--- config.mk ---
export PLATFORM = sky130hd
export DESIGN_NAME = ftwc_result
export DESIGN_NICKNAME = d
export VERILOG_FILES = /design/src/ftwc_pkg.sv /design/src/ftwc_result.sv
export SDC_FILE = /design/constraint.sdc
export NUM_CORES = 1
export LEC_CHECK = 0
export ABC_AREA = 0
export BUFFER_PORTS_ARGS = -buffer_cell sky130_fd_sc_hd__buf_4
export CAP_MARGIN = 5
export CORE_AREA = 2 2 55 44
export CTS_CLUSTER_DIAMETER = 200
export DETAILED_ROUTE_END_ITERATION = 16
export DIE_AREA = 0 0 57 46
export PLACE_DENSITY = 0.86
export SYNTH_ARGS = -nofsm -noshare
export SYNTH_HDL_FRONTEND = slang
export SYNTH_SLANG_ARGS = --single-unit
--- constraint.sdc ---
create_clock -name clk -period 3.93 [get_ports clk]
set_input_delay 0.9825 -clock clk [delete_from_list [all_inputs] [get_ports clk]]
set_output_delay 0.9825 -clock clk [all_outputs]
set_load 0.02 [all_outputs]
--- src/ftwc_pkg.sv ---
// Package for the threshold window count FIFO: sizes, status and command codes,
// and the stage record passed from the command stage to the result stage.
// No dependencies.
package ftwc_pkg;

  localparam int DEPTH   = 1024;
  localparam int PTR_W   = (DEPTH > 1) ? $clog2(DEPTH) : 1;
  localparam int OCC_W   = $clog2(DEPTH + 1);
  localparam int CNT_W   = 11;
  localparam int LEN_W   = 11;
  localparam int SCORE_W = 32;
  localparam int CMD_W   = 2;
  localparam int STAT_W  = 2;
  localparam int CMP_W   = (OCC_W > LEN_W) ? OCC_W : LEN_W;
  localparam int SUM_W   = OCC_W + 1;

  localparam logic [CMD_W-1:0] CMD_PUSH  = 2'd0;
  localparam logic [CMD_W-1:0] CMD_POP   = 2'd1;
  localparam logic [CMD_W-1:0] CMD_QUERY = 2'd2;
  localparam logic [CMD_W-1:0] CMD_NONE  = 2'd3;

  localparam logic [STAT_W-1:0] ST_OK    = 2'd0;
  localparam logic [STAT_W-1:0] ST_FULL  = 2'd1;
  localparam logic [STAT_W-1:0] ST_EMPTY = 2'd2;
  localparam logic [STAT_W-1:0] ST_CLAMP = 2'd3;

  typedef struct packed {
    logic              valid;
    logic              pop_ok;
    logic              query_ok;
    logic [STAT_W-1:0] status;
  } ftwc_stage_t;

endpackage

--- src/ftwc_result.sv ---
// Result stage: holds the head base, forms the window count from the RAM read
// data and drives the result strobe. Depends on ftwc_pkg.
module ftwc_result (
  input  logic                        clk,
  input  logic                        rst_n,
  input  ftwc_pkg::ftwc_stage_t       stage,
  input  logic [ftwc_pkg::CNT_W-1:0]  rdata,
  output logic                        out_valid,
  output logic [ftwc_pkg::CNT_W-1:0]  out_count,
  output logic [ftwc_pkg::STAT_W-1:0] out_status
);
  import ftwc_pkg::*;

  logic [CNT_W-1:0] base_r;

  always_ff @(posedge clk) begin
    if (!rst_n) begin
      base_r <= '0;
    end else if (stage.valid && stage.pop_ok) begin
      base_r <= rdata;
    end
  end

  // The count is the difference of two prefixes, modulo the count width.
  assign out_count  = (stage.valid && stage.query_ok) ? (rdata - base_r) : '0;
  assign out_status = stage.status;
  assign out_valid  = stage.valid;

endmodule

==> run summary <==
Via count = 975
CP max FO = 3
Required time worst endpoint = 2.95 ns
Max Fclk = 267 MHz
Largest net degree at the start of global routing = 12
Ys flop type = dfxtp_1
Synth top area share = 22.3%
ANT cells = 0
Crit Path Class = input port to output port
Clock-pin transition on the worst setup and hold timing paths = 0.07 ns
Vias/cell = 5.30
Share of layout cells above drive strength 1 = 22.0%
Startpoint types = input port
Bufs and invs on worst path = 3
WL final = 2310 µm
Die X = 57 µm
Total global-route track usage = 19.3%
Worst skew pair latency = 0.28 ns
CTS Buffer Depth = 2
PortBufs = 27
Reg area = 220 µm²
Number of buffers inserted by hold repair at cts = 0
Global-route wire length before repair = 3840 µm
Count of pins over their slew limit = 0
Delay-heaviest family, CP = adder cells
Starting Density = 46.1%
TNS Setup = 0 ns
Syn nets = 163
# resized after CTS = 0
Top cell type by total area after synthesis = dfxtp_1
Top cells by area, synth = dfxtp_1, ha_1, nand2_1
DIE HEIGHT = 46 µm
Final ANT Viol Nets = 0
DR DRC count = 0
CTS buffer count = 3
Largest register by flop count = base_r
Area of the multi-input gates = 683 µm²
M1 wire length = 1120 µm
Drt first-iter violations = 28
Gpl congestion = 0.858
Avg Cell Area, Syn = 7.36 µm²
GRT overflow = 0
Most frequent cell after synthesis = nand2_1
Largest stage delay, worst path = 0.39 ns
Pwr per Cell Area = 271 nW/µm²
Die ar. = 2620 µm²
Crit path time final = 3.75 ns
Postcts setup bufs = 0
Met2 wire len = 1040 µm
Clk sinks = 11
Count of final hold-check violations = 0
Largest regs = base_r x11
Arr. time, crit path = 2.77 ns
Max H-tree Level = 1
Worst hold-check path type = register to register
Row count = 15
Sequential area share after synthesis = 22.3%
I/O Pins = 32
Skew final = 0 ns
Synth cell count leaders = nand2_1, inv_1, a21boi_1, dfxtp_1, ha_1
Met3 WL = 89 µm
Final #Nets = 189
Core area = 2140 µm²
Yosys cell types = 28
MaxCap Viol Count = 0
CP most frequent cell = buf_4
Leak Pwr = 0.531 nW
CP max stage cell = fa_1
Number of synthesized flops with an enable pin = 0
# fillers = 210
DR WL/cell = 12.5 µm
CP endpoint kind = output port
Post-synth ARST share = 0%
Critical-path cell list = buf_4 -> inv_1 -> ha_1 -> fa_1 -> nand2b_1 -> a21o_1 -> a211oi_2 -> nor3_1 -> nor3b_2 -> buf_4
Final setup fails = 0
Vias in the first global route = 936
Top Layer Used = met4
Root Buffer Master = clkbuf_4
Area grow syn2layout = 23.0%
Worst-Margin Slew = 0.424 ns
Seq cells post-synth = 11
Slew headroom = 71.8%
Initial antenna violation count = 0
VDD IR-drop max = 0.178 mV
Drt pass-1 iters = 4
Syn Inst Count = 134
Final Util = 56.7%
Status = finished, final reports clean
Period utilization = 95.4%
Unrepaired setup endpoints after global routing = no
Post-DP HPWL = 1810 µm
Synth warn = 0
Synthesized area = 986 µm²
Max reg flops = 11
CTS tree = yes
==> final timing paths <==
| path | start | depth (start not counted) | slack, ns | endpoint |
|---|---|---|---|---|
| worst min register to register | base_r[5]$_SDFFE_PN0P_ | 2 | 0.45 | base_r[5]$_SDFFE_PN0P_ |
| worst max register to register | base_r[1]$_SDFFE_PN0P_ | 2 | 3.27 | base_r[1]$_SDFFE_PN0P_ |
| worst min-delay path | base_r[5]$_SDFFE_PN0P_ | 2 | 0.45 | base_r[5]$_SDFFE_PN0P_ |
| worst max-delay path | rdata[0] | 10 | 0.18 | out_count[10] |
==> kinds of logic after synthesis <==
logic type	Yosys count	share of synthesized area, %
and+or+nand+nor	53	24.6
adders and majority gates	11	14.7
DFF	11	22.3
xor gates and xnor gates	3	2.67
AOI/OAI and AO/OA	37	27.3
buffers and inverters	19	8.38
==> per-stage QoR <==
| step | cell area [µm²] | worst slack (ns) | cells | power (W) | hold WS, ns |
|---|---|---|---|---|---|
| 2_1_floorplan | 986 | 0.353 | 134 | 0.000211 | 0.435 |
| 3_3_place_gp | 1190 | 0.240 | 180 | 0.000245 | 0.442 |
| 3_5_place_dp | 1190 | 0.186 | 180 | 0.000249 | 0.449 |
| 4_1_cts | 1210 | 0.179 | 184 | 0.000330 | 0.459 |
| 5_1_grt | 1210 | 0.0530 | 184 | 0.000351 | 0.467 |
| 6_report | 1210 | 0.181 | 184 | 0.000328 | 0.455 |
==> power by group <==
group          switching (W)  internal (W)  total (W)
clock network      0.0000411     0.0000394  0.0000805
logic              0.0000712     0.0000573   0.000128
registers         0.00000266      0.000117   0.000119
==> cell usage in the layout, fill, tap and decap left out, drive strengths merged <==
master / count
a21boi: 11
nor3: 3
nor3b: 3
o21ai: 3
o31a: 1
a21oi: 8
dfxtp: 11
nor2b: 1
a211oi: 3
nand3: 3
nand2b: 3
o21a: 5
o32ai: 1
xnor2: 1
and2: 2
nand2: 30
xor2: 2
nor2: 8
a21o: 3
fa: 1
o211ai: 2
clkbuf: 4
buf: 27
inv: 13
ha: 10
==> metal layers <==
layer  up-vias  track usage [%]
li1        499                -
met1       444             23.9
met2        25             32.2
met3         7             3.69
met4         0             10.7
met5         -                0
==> area by class of cell <==
type / instances / share of cell area (%)
Inverter: 13 / 4.02
Clock buffer: 4 / 2.17
Sequential cell: 11 / 18.2
Multi-Input combinational cell: 104 / 56.3
Tap cell: 25 / 2.58
Timing Repair Buffer: 27 / 16.7
==> worst register-to-register path: stages, from the launching register on <==
cell and delay, ns:
dfxtp_1 0.38, nand2_1 0.06, a21boi_1 0.15
(Power assumes the default switching activity.)
