--- config.mk ---
export PLATFORM = sky130hd
export DESIGN_NAME = ftwc_ctrl
export DESIGN_NICKNAME = d
export VERILOG_FILES = /design/src/ftwc_pkg.sv /design/src/ftwc_ctrl.sv
export SDC_FILE = /design/constraint.sdc
export NUM_CORES = 1
export LEC_CHECK = 0
export BUFFER_PORTS_ARGS = -buffer_cell sky130_fd_sc_hd__buf_4
export CAP_MARGIN = 0
export CORE_ASPECT_RATIO = 1.1
export CORE_UTILIZATION = 57
export CTS_CLUSTER_DIAMETER = 200
export CTS_CLUSTER_SIZE = 20
export DETAILED_ROUTE_END_ITERATION = 8
export MAX_ROUTING_LAYER = met4
export PLACE_DENSITY = 0.88
export SYNTH_ARGS = -nofsm -noshare
export SYNTH_HDL_FRONTEND = slang
export SYNTH_SLANG_ARGS = --single-unit
--- constraint.sdc ---
create_clock -name clk -period 4.6 [get_ports clk]
set_input_delay 0.23 -clock clk [delete_from_list [all_inputs] [get_ports clk]]
set_output_delay 0.23 -clock clk [all_outputs]
set_load 0.01 [all_outputs]
--- src/ftwc_pkg.sv ---
// Package for the threshold window count FIFO: sizes, status and command codes,
// and the stage record passed from the command stage to the result stage.
// No dependencies.
package ftwc_pkg;

  localparam int DEPTH   = 1024;
  localparam int PTR_W   = (DEPTH > 1) ? $clog2(DEPTH) : 1;
  localparam int OCC_W   = $clog2(DEPTH + 1);
  localparam int CNT_W   = 11;
  localparam int LEN_W   = 11;
  localparam int SCORE_W = 32;
  localparam int CMD_W   = 2;
  localparam int STAT_W  = 2;
  localparam int CMP_W   = (OCC_W > LEN_W) ? OCC_W : LEN_W;
  localparam int SUM_W   = OCC_W + 1;

  localparam logic [CMD_W-1:0] CMD_PUSH  = 2'd0;
  localparam logic [CMD_W-1:0] CMD_POP   = 2'd1;
  localparam logic [CMD_W-1:0] CMD_QUERY = 2'd2;
  localparam logic [CMD_W-1:0] CMD_NONE  = 2'd3;

  localparam logic [STAT_W-1:0] ST_OK    = 2'd0;
  localparam logic [STAT_W-1:0] ST_FULL  = 2'd1;
  localparam logic [STAT_W-1:0] ST_EMPTY = 2'd2;
  localparam logic [STAT_W-1:0] ST_CLAMP = 2'd3;

  typedef struct packed {
    logic              valid;
    logic              pop_ok;
    logic              query_ok;
    logic [STAT_W-1:0] status;
  } ftwc_stage_t;

endpackage

--- src/ftwc_ctrl.sv ---
// Command stage: threshold register, ring pointers, occupancy and running
// count; drives the prefix RAM and issues the stage record. Depends on ftwc_pkg.
module ftwc_ctrl (
  input  logic                         clk,
  input  logic                         rst_n,
  input  logic                         accept,
  input  logic [ftwc_pkg::CMD_W-1:0]   command,
  input  logic [ftwc_pkg::SCORE_W-1:0] score,
  input  logic [ftwc_pkg::LEN_W-1:0]   window_len,
  input  logic                         thr_we,
  input  logic [ftwc_pkg::SCORE_W-1:0] thr_data,
  output logic                         ram_we,
  output logic [ftwc_pkg::PTR_W-1:0]   ram_addr,
  output logic [ftwc_pkg::CNT_W-1:0]   ram_wdata,
  output ftwc_pkg::ftwc_stage_t        stage
);
  import ftwc_pkg::*;

  logic [SCORE_W-1:0] thr_r;
  logic [PTR_W-1:0]   head_r, head_nxt;
  logic [PTR_W-1:0]   tail_r, tail_nxt;
  logic [OCC_W-1:0]   occ_r, occ_nxt;
  logic [CNT_W-1:0]   total_r, total_nxt;
  ftwc_stage_t        stage_r, stage_nxt;

  logic [CMP_W-1:0]   len_ext;
  logic [CMP_W-1:0]   occ_ext;
  logic [OCC_W-1:0]   len_clamp;
  logic [SUM_W-1:0]   idx_sum;
  logic [SUM_W-1:0]   idx_wrap;
  logic               hit;

  assign len_ext = CMP_W'(window_len);
  assign occ_ext = CMP_W'(occ_r);
  assign hit     = $signed(score) >= $signed(thr_r);

  always_comb begin
    len_clamp = (len_ext > occ_ext) ? occ_r : OCC_W'(len_ext);
    idx_sum   = SUM_W'(head_r) + SUM_W'(len_clamp) - SUM_W'(1);
    idx_wrap  = (idx_sum >= SUM_W'(DEPTH)) ? (idx_sum - SUM_W'(DEPTH)) : idx_sum;
  end

  always_comb begin
    head_nxt  = head_r;
    tail_nxt  = tail_r;
    occ_nxt   = occ_r;
    total_nxt = total_r;
    ram_we    = 1'b0;
    ram_addr  = head_r;
    ram_wdata = total_r;
    stage_nxt = '0;
    if (accept) begin
      stage_nxt.valid = 1'b1;
      unique case (command)
        CMD_PUSH: begin
          if (occ_r == OCC_W'(DEPTH)) begin
            stage_nxt.status = ST_FULL;
          end else begin
            total_nxt = total_r + CNT_W'(hit);
            ram_we    = 1'b1;
            ram_addr  = tail_r;
            ram_wdata = total_nxt;
            tail_nxt  = (tail_r == PTR_W'(DEPTH - 1)) ? '0 : tail_r + PTR_W'(1);
            occ_nxt   = occ_r + OCC_W'(1);
          end
        end
        CMD_POP: begin
          if (occ_r == '0) begin
            stage_nxt.status = ST_EMPTY;
          end else begin
            stage_nxt.pop_ok = 1'b1;
            ram_addr = head_r;
            head_nxt = (head_r == PTR_W'(DEPTH - 1)) ? '0 : head_r + PTR_W'(1);
            occ_nxt  = occ_r - OCC_W'(1);
          end
        end
        CMD_QUERY: begin
          if (len_ext > occ_ext) begin
            stage_nxt.status = ST_CLAMP;
          end
          if (len_clamp != '0) begin
            stage_nxt.query_ok = 1'b1;
            ram_addr = idx_wrap[PTR_W-1:0];
          end
        end
        CMD_NONE: begin
          stage_nxt.status = ST_OK;
        end
        default: begin
          stage_nxt.status = ST_OK;
        end
      endcase
    end
  end

  always_ff @(posedge clk) begin
    if (!rst_n) begin
      thr_r   <= '0;
      head_r  <= '0;
      tail_r  <= '0;
      occ_r   <= '0;
      total_r <= '0;
      stage_r <= '0;
    end else begin
      if (thr_we) begin
        thr_r <= thr_data;
      end
      head_r  <= head_nxt;
      tail_r  <= tail_nxt;
      occ_r   <= occ_nxt;
      total_r <= total_nxt;
      stage_r <= stage_nxt;
    end
  end

  assign stage = stage_r;

endmodule

==> qor.yml <==
place:
  gp_congestion: 0.960
  io_buffers: 107
  hpwlAfterDp_mm: 11.2
  place_inst: 882
  pre_cts_slack_ns: 0.162
  placed_area_um2: 6650
logic_synthesis:
  synthTopCellsByArea: "dfxtp_1, ha_1, mux2i_1"
  synth_cells: 669
  ys_seq_area_frac: 0.277
  synth_fp_nets: 825
  synth_edf_count: 0
  synth_warnings: 0
  avgSynthCellArea_um2: 8.53
  synth_ff_type: "dfxtp_1"
  synth_cell_types: 61
  yosysTopAreaCellShare: 0.277
  synth_seq_cells: 79
  yosysMostFrequentCell: "inv_1"
  syn-cell-area_um2: 5710
  synth_top_cells_by_count: "inv_1, dfxtp_1, ha_1"
  synthArstFlopShare: 0
  yosys.area.top_type: "dfxtp_1"
routing:
  via_per_inst: 5.77
  firstDrtPassIters: 4
  ant_nets: 0
  post_drt_wl_per_cell_um: 16.5
  via_count: 5311
  drcViolationCount: 0
  wl_mm: 15.2
  first_iter_violations: 230
timing:
  totalNegativeSetupSlack_ns: -0.00124
  fin_hold_ws_ns: 0.132
  drv_slew: 0
  skew_ns: 0.00961
  rsz0062_at_grt: "yes"
  fmax_mhz: 217
  finalHoldViolations: 0
  fin_ws_ns: -0.00124
  setup_viol: 1
  timing.final.crit_period_ns: 4.60
  fin_crit_sh: 1.00
  tightest_slew_ns: 0.957
  max_slew_margin: 0.362
clocking:
  clock_path_buffers: 2
  clk_pin_slew_ns: 0.08
  cts_tree: "done"
  h-tree-depth: 3
  clock_latency_ns: 0.36
  cts_root_buf: "clkbuf_8"
  cts_made_buffers: 9
  clock-sinks: 79
critical_path:
  critPathBufInv: 4
  critPathMaxFanout: 8
  crit_path_max_incr_delay_ns: 0.38
  r2r_cells: 15
  ff2ff_setup_slack_ns: 1.17
  crit_chain: "inv_2 -> ha_4 -> nand4_1 -> a21oi_2 -> o31ai_2 -> a21oi_2 -> buf_6 -> mux2i_1 -> ha_1 -> inv_1 -> ha_1 -> o21ai_1 -> nor2_1 -> o21a_1 -> o41ai_2 -> xnor2_1 -> xnor2_1 -> o221ai_1 -> buf_4"
  required_ns: 4.37
  start_kind: "flop"
  critPathTopFamily: "compound AO/OA/AOI/OAI gates"
  worst-path-stages: 19
  cpMaxStageDelayCell: "dfxtp_4"
  crit_path_end_kind: "primary output"
  arrival_ns: 4.37
  path_class: "reg2out"
grt:
  use_met2: 0.497
  grt_max_degree: 77
  grt_usage: 0.295
  grt_pass1_vias: 5276
  antenna_found_initial: 0
  use_met3: 0.0404
  met1_usage: 0.350
  grt_pass1_wl_mm: 24.1
  overflow: 0
  busiest_layer: "met2"
power_and_ir_drop:
  pwr-share-comb: 0.369
  power_mw: 1.90
  p_sw_frac: 0.337
  peakVddDrop_mv: 0.209
  switchingPower_mw: 0.639
  p_leak_nw: 3.24
  power_density_nw_per_um2: 263
  clockPowerShare: 0.245
  intPower_mw: 1.26
  seqPwrFrac: 0.386
die:
  initial_core_util: 0.598
  fp.dieArea_um2: 10400
  dieWidth_um: 97.4
  rows: 37
  ios: 108
  dieHeight_um: 107
  design.core.area_um2: 9540
outcome:
  status: "finished with violations"
  failed_checks: "setup timing"
finish:
  antenna_cells: 0
  final_cells: 921
  layout-drive-gt1-share: 0.251
  area_delta_synth_final_pct: 26.2
  multi_input_area_um2: 3920
  final_util: 0.755
  layout.nets: 957
  final_cell_area_um2: 7200
  layout.area.seq_um2: 1600
  n_fill_cell: 681
run:
  cap_violations: 0
worst_hold_path:
  hold_class: "in2reg"
  holdPathStages: 3
-- state kept, by name (all words and copies together) (netlist names) --
register,flops
occ_ext,11
tail_r,10
thr_r,32
stage,5
total_r,11
head_r,10
-- routing by layer --
layer  wire (um)  vias to the layer above  part of all wire
li1            -                     2611                 -
met1        6630                     2477              0.44
met2        7400                      185              0.49
met3         700                       38             0.046
met4         427                        0             0.028
met5           0                        -                 0
-- worst register-to-register path: cells and delay by family, from the launching register on --
family / cells / cell delay (ns)
buf+inv: 1 / 0.06
simple gates: 3 / 0.37
fa+ha+maj: 3 / 0.75
xor+xnor: 1 / 0.16
flops: 1 / 0.34
compound gates: 7 / 1.67
-- path summary, 6_finish.rpt --
check / from / endpoint
worst max register to register: thr_r[9]$_SDFFE_PN0P_ / total_r[10]$_SDFF_PN0_
worst max-delay path: occ_ext[3]$_SDFFE_PN0P_ / ram_addr[9]
worst min-delay path: thr_data[8] / thr_r[8]$_SDFFE_PN0P_
worst min register to register: tail_r[6]$_SDFFE_PN0P_ / tail_r[6]$_SDFFE_PN0P_
-- layout make-up --
| class | instances | share of cell area |
|---|---|---|
| multi-input combinational | 488 | 0.544 |
| sequential | 79 | 0.222 |
| timing repair buffer | 141 | 0.148 |
| inverter | 82 | 0.0431 |
| tap | 117 | 0.0203 |
| clock buffer | 11 | 0.0196 |
| clock inverter | 3 | 0.00295 |
-- cell families (layout without fill, tap and decap cells) --
group / count (synthesis) / after routing / synth area share
AND/OR/NAND/NOR: 207 / 207 / 0.192
AO/OA/AOI/OAI: 119 / 119 / 0.151
buffers and inverters: 102 / 237 / 0.0678
flip-flops: 79 / 79 / 0.277
adder cells (fa/ha/maj): 75 / 75 / 0.167
multiplexers: 50 / 50 / 0.0884
XOR/XNOR: 37 / 37 / 0.0568
-- timing repair --
action	CTS	global route
endpoints found under the setup margin	1	3
hold buffers	0	0
gates resized for setup	12	33
pin swaps	1	18
buffers inserted	17	9
-- power by group through the flow --
stage / Combinational, mW / Clock [mW] / Sequential (mW)
after floorplan: 0.423 / 0 / 0.743
after global placement: 0.593 / 0 / 0.745
after detailed placement: 0.615 / 0 / 0.747
after CTS: 0.649 / 0.474 / 0.732
after global routing: 0.767 / 0.495 / 0.735
final: 0.701 / 0.464 / 0.732
-- placed cells by master (no fill, tap or decap), types with 4 or more instances in the layout --
master / instances
buf_4: 140
inv_1: 75
dfxtp_1: 71
ha_1: 64
mux2i_1: 46
nor2b_1: 40
nor2_1: 39
nand2_1: 34
xnor2_1: 22
a21oi_1: 21
nand4_1: 18
and2_1: 18
nor3_1: 17
nand3_1: 15
xor2_1: 15
a21o_1: 14
o21ai_0: 13
o21a_1: 10
clkbuf_8: 10
ha_4: 9
o221ai_1: 8
o21ai_1: 7
inv_2: 6
a211oi_2: 5
or3_1: 5
and3_1: 5
o211ai_1: 4
a21oi_2: 4
nor4_1: 4
dfxtp_2: 4
dfxtp_4: 4
Power figures use the tool's default switching activity.
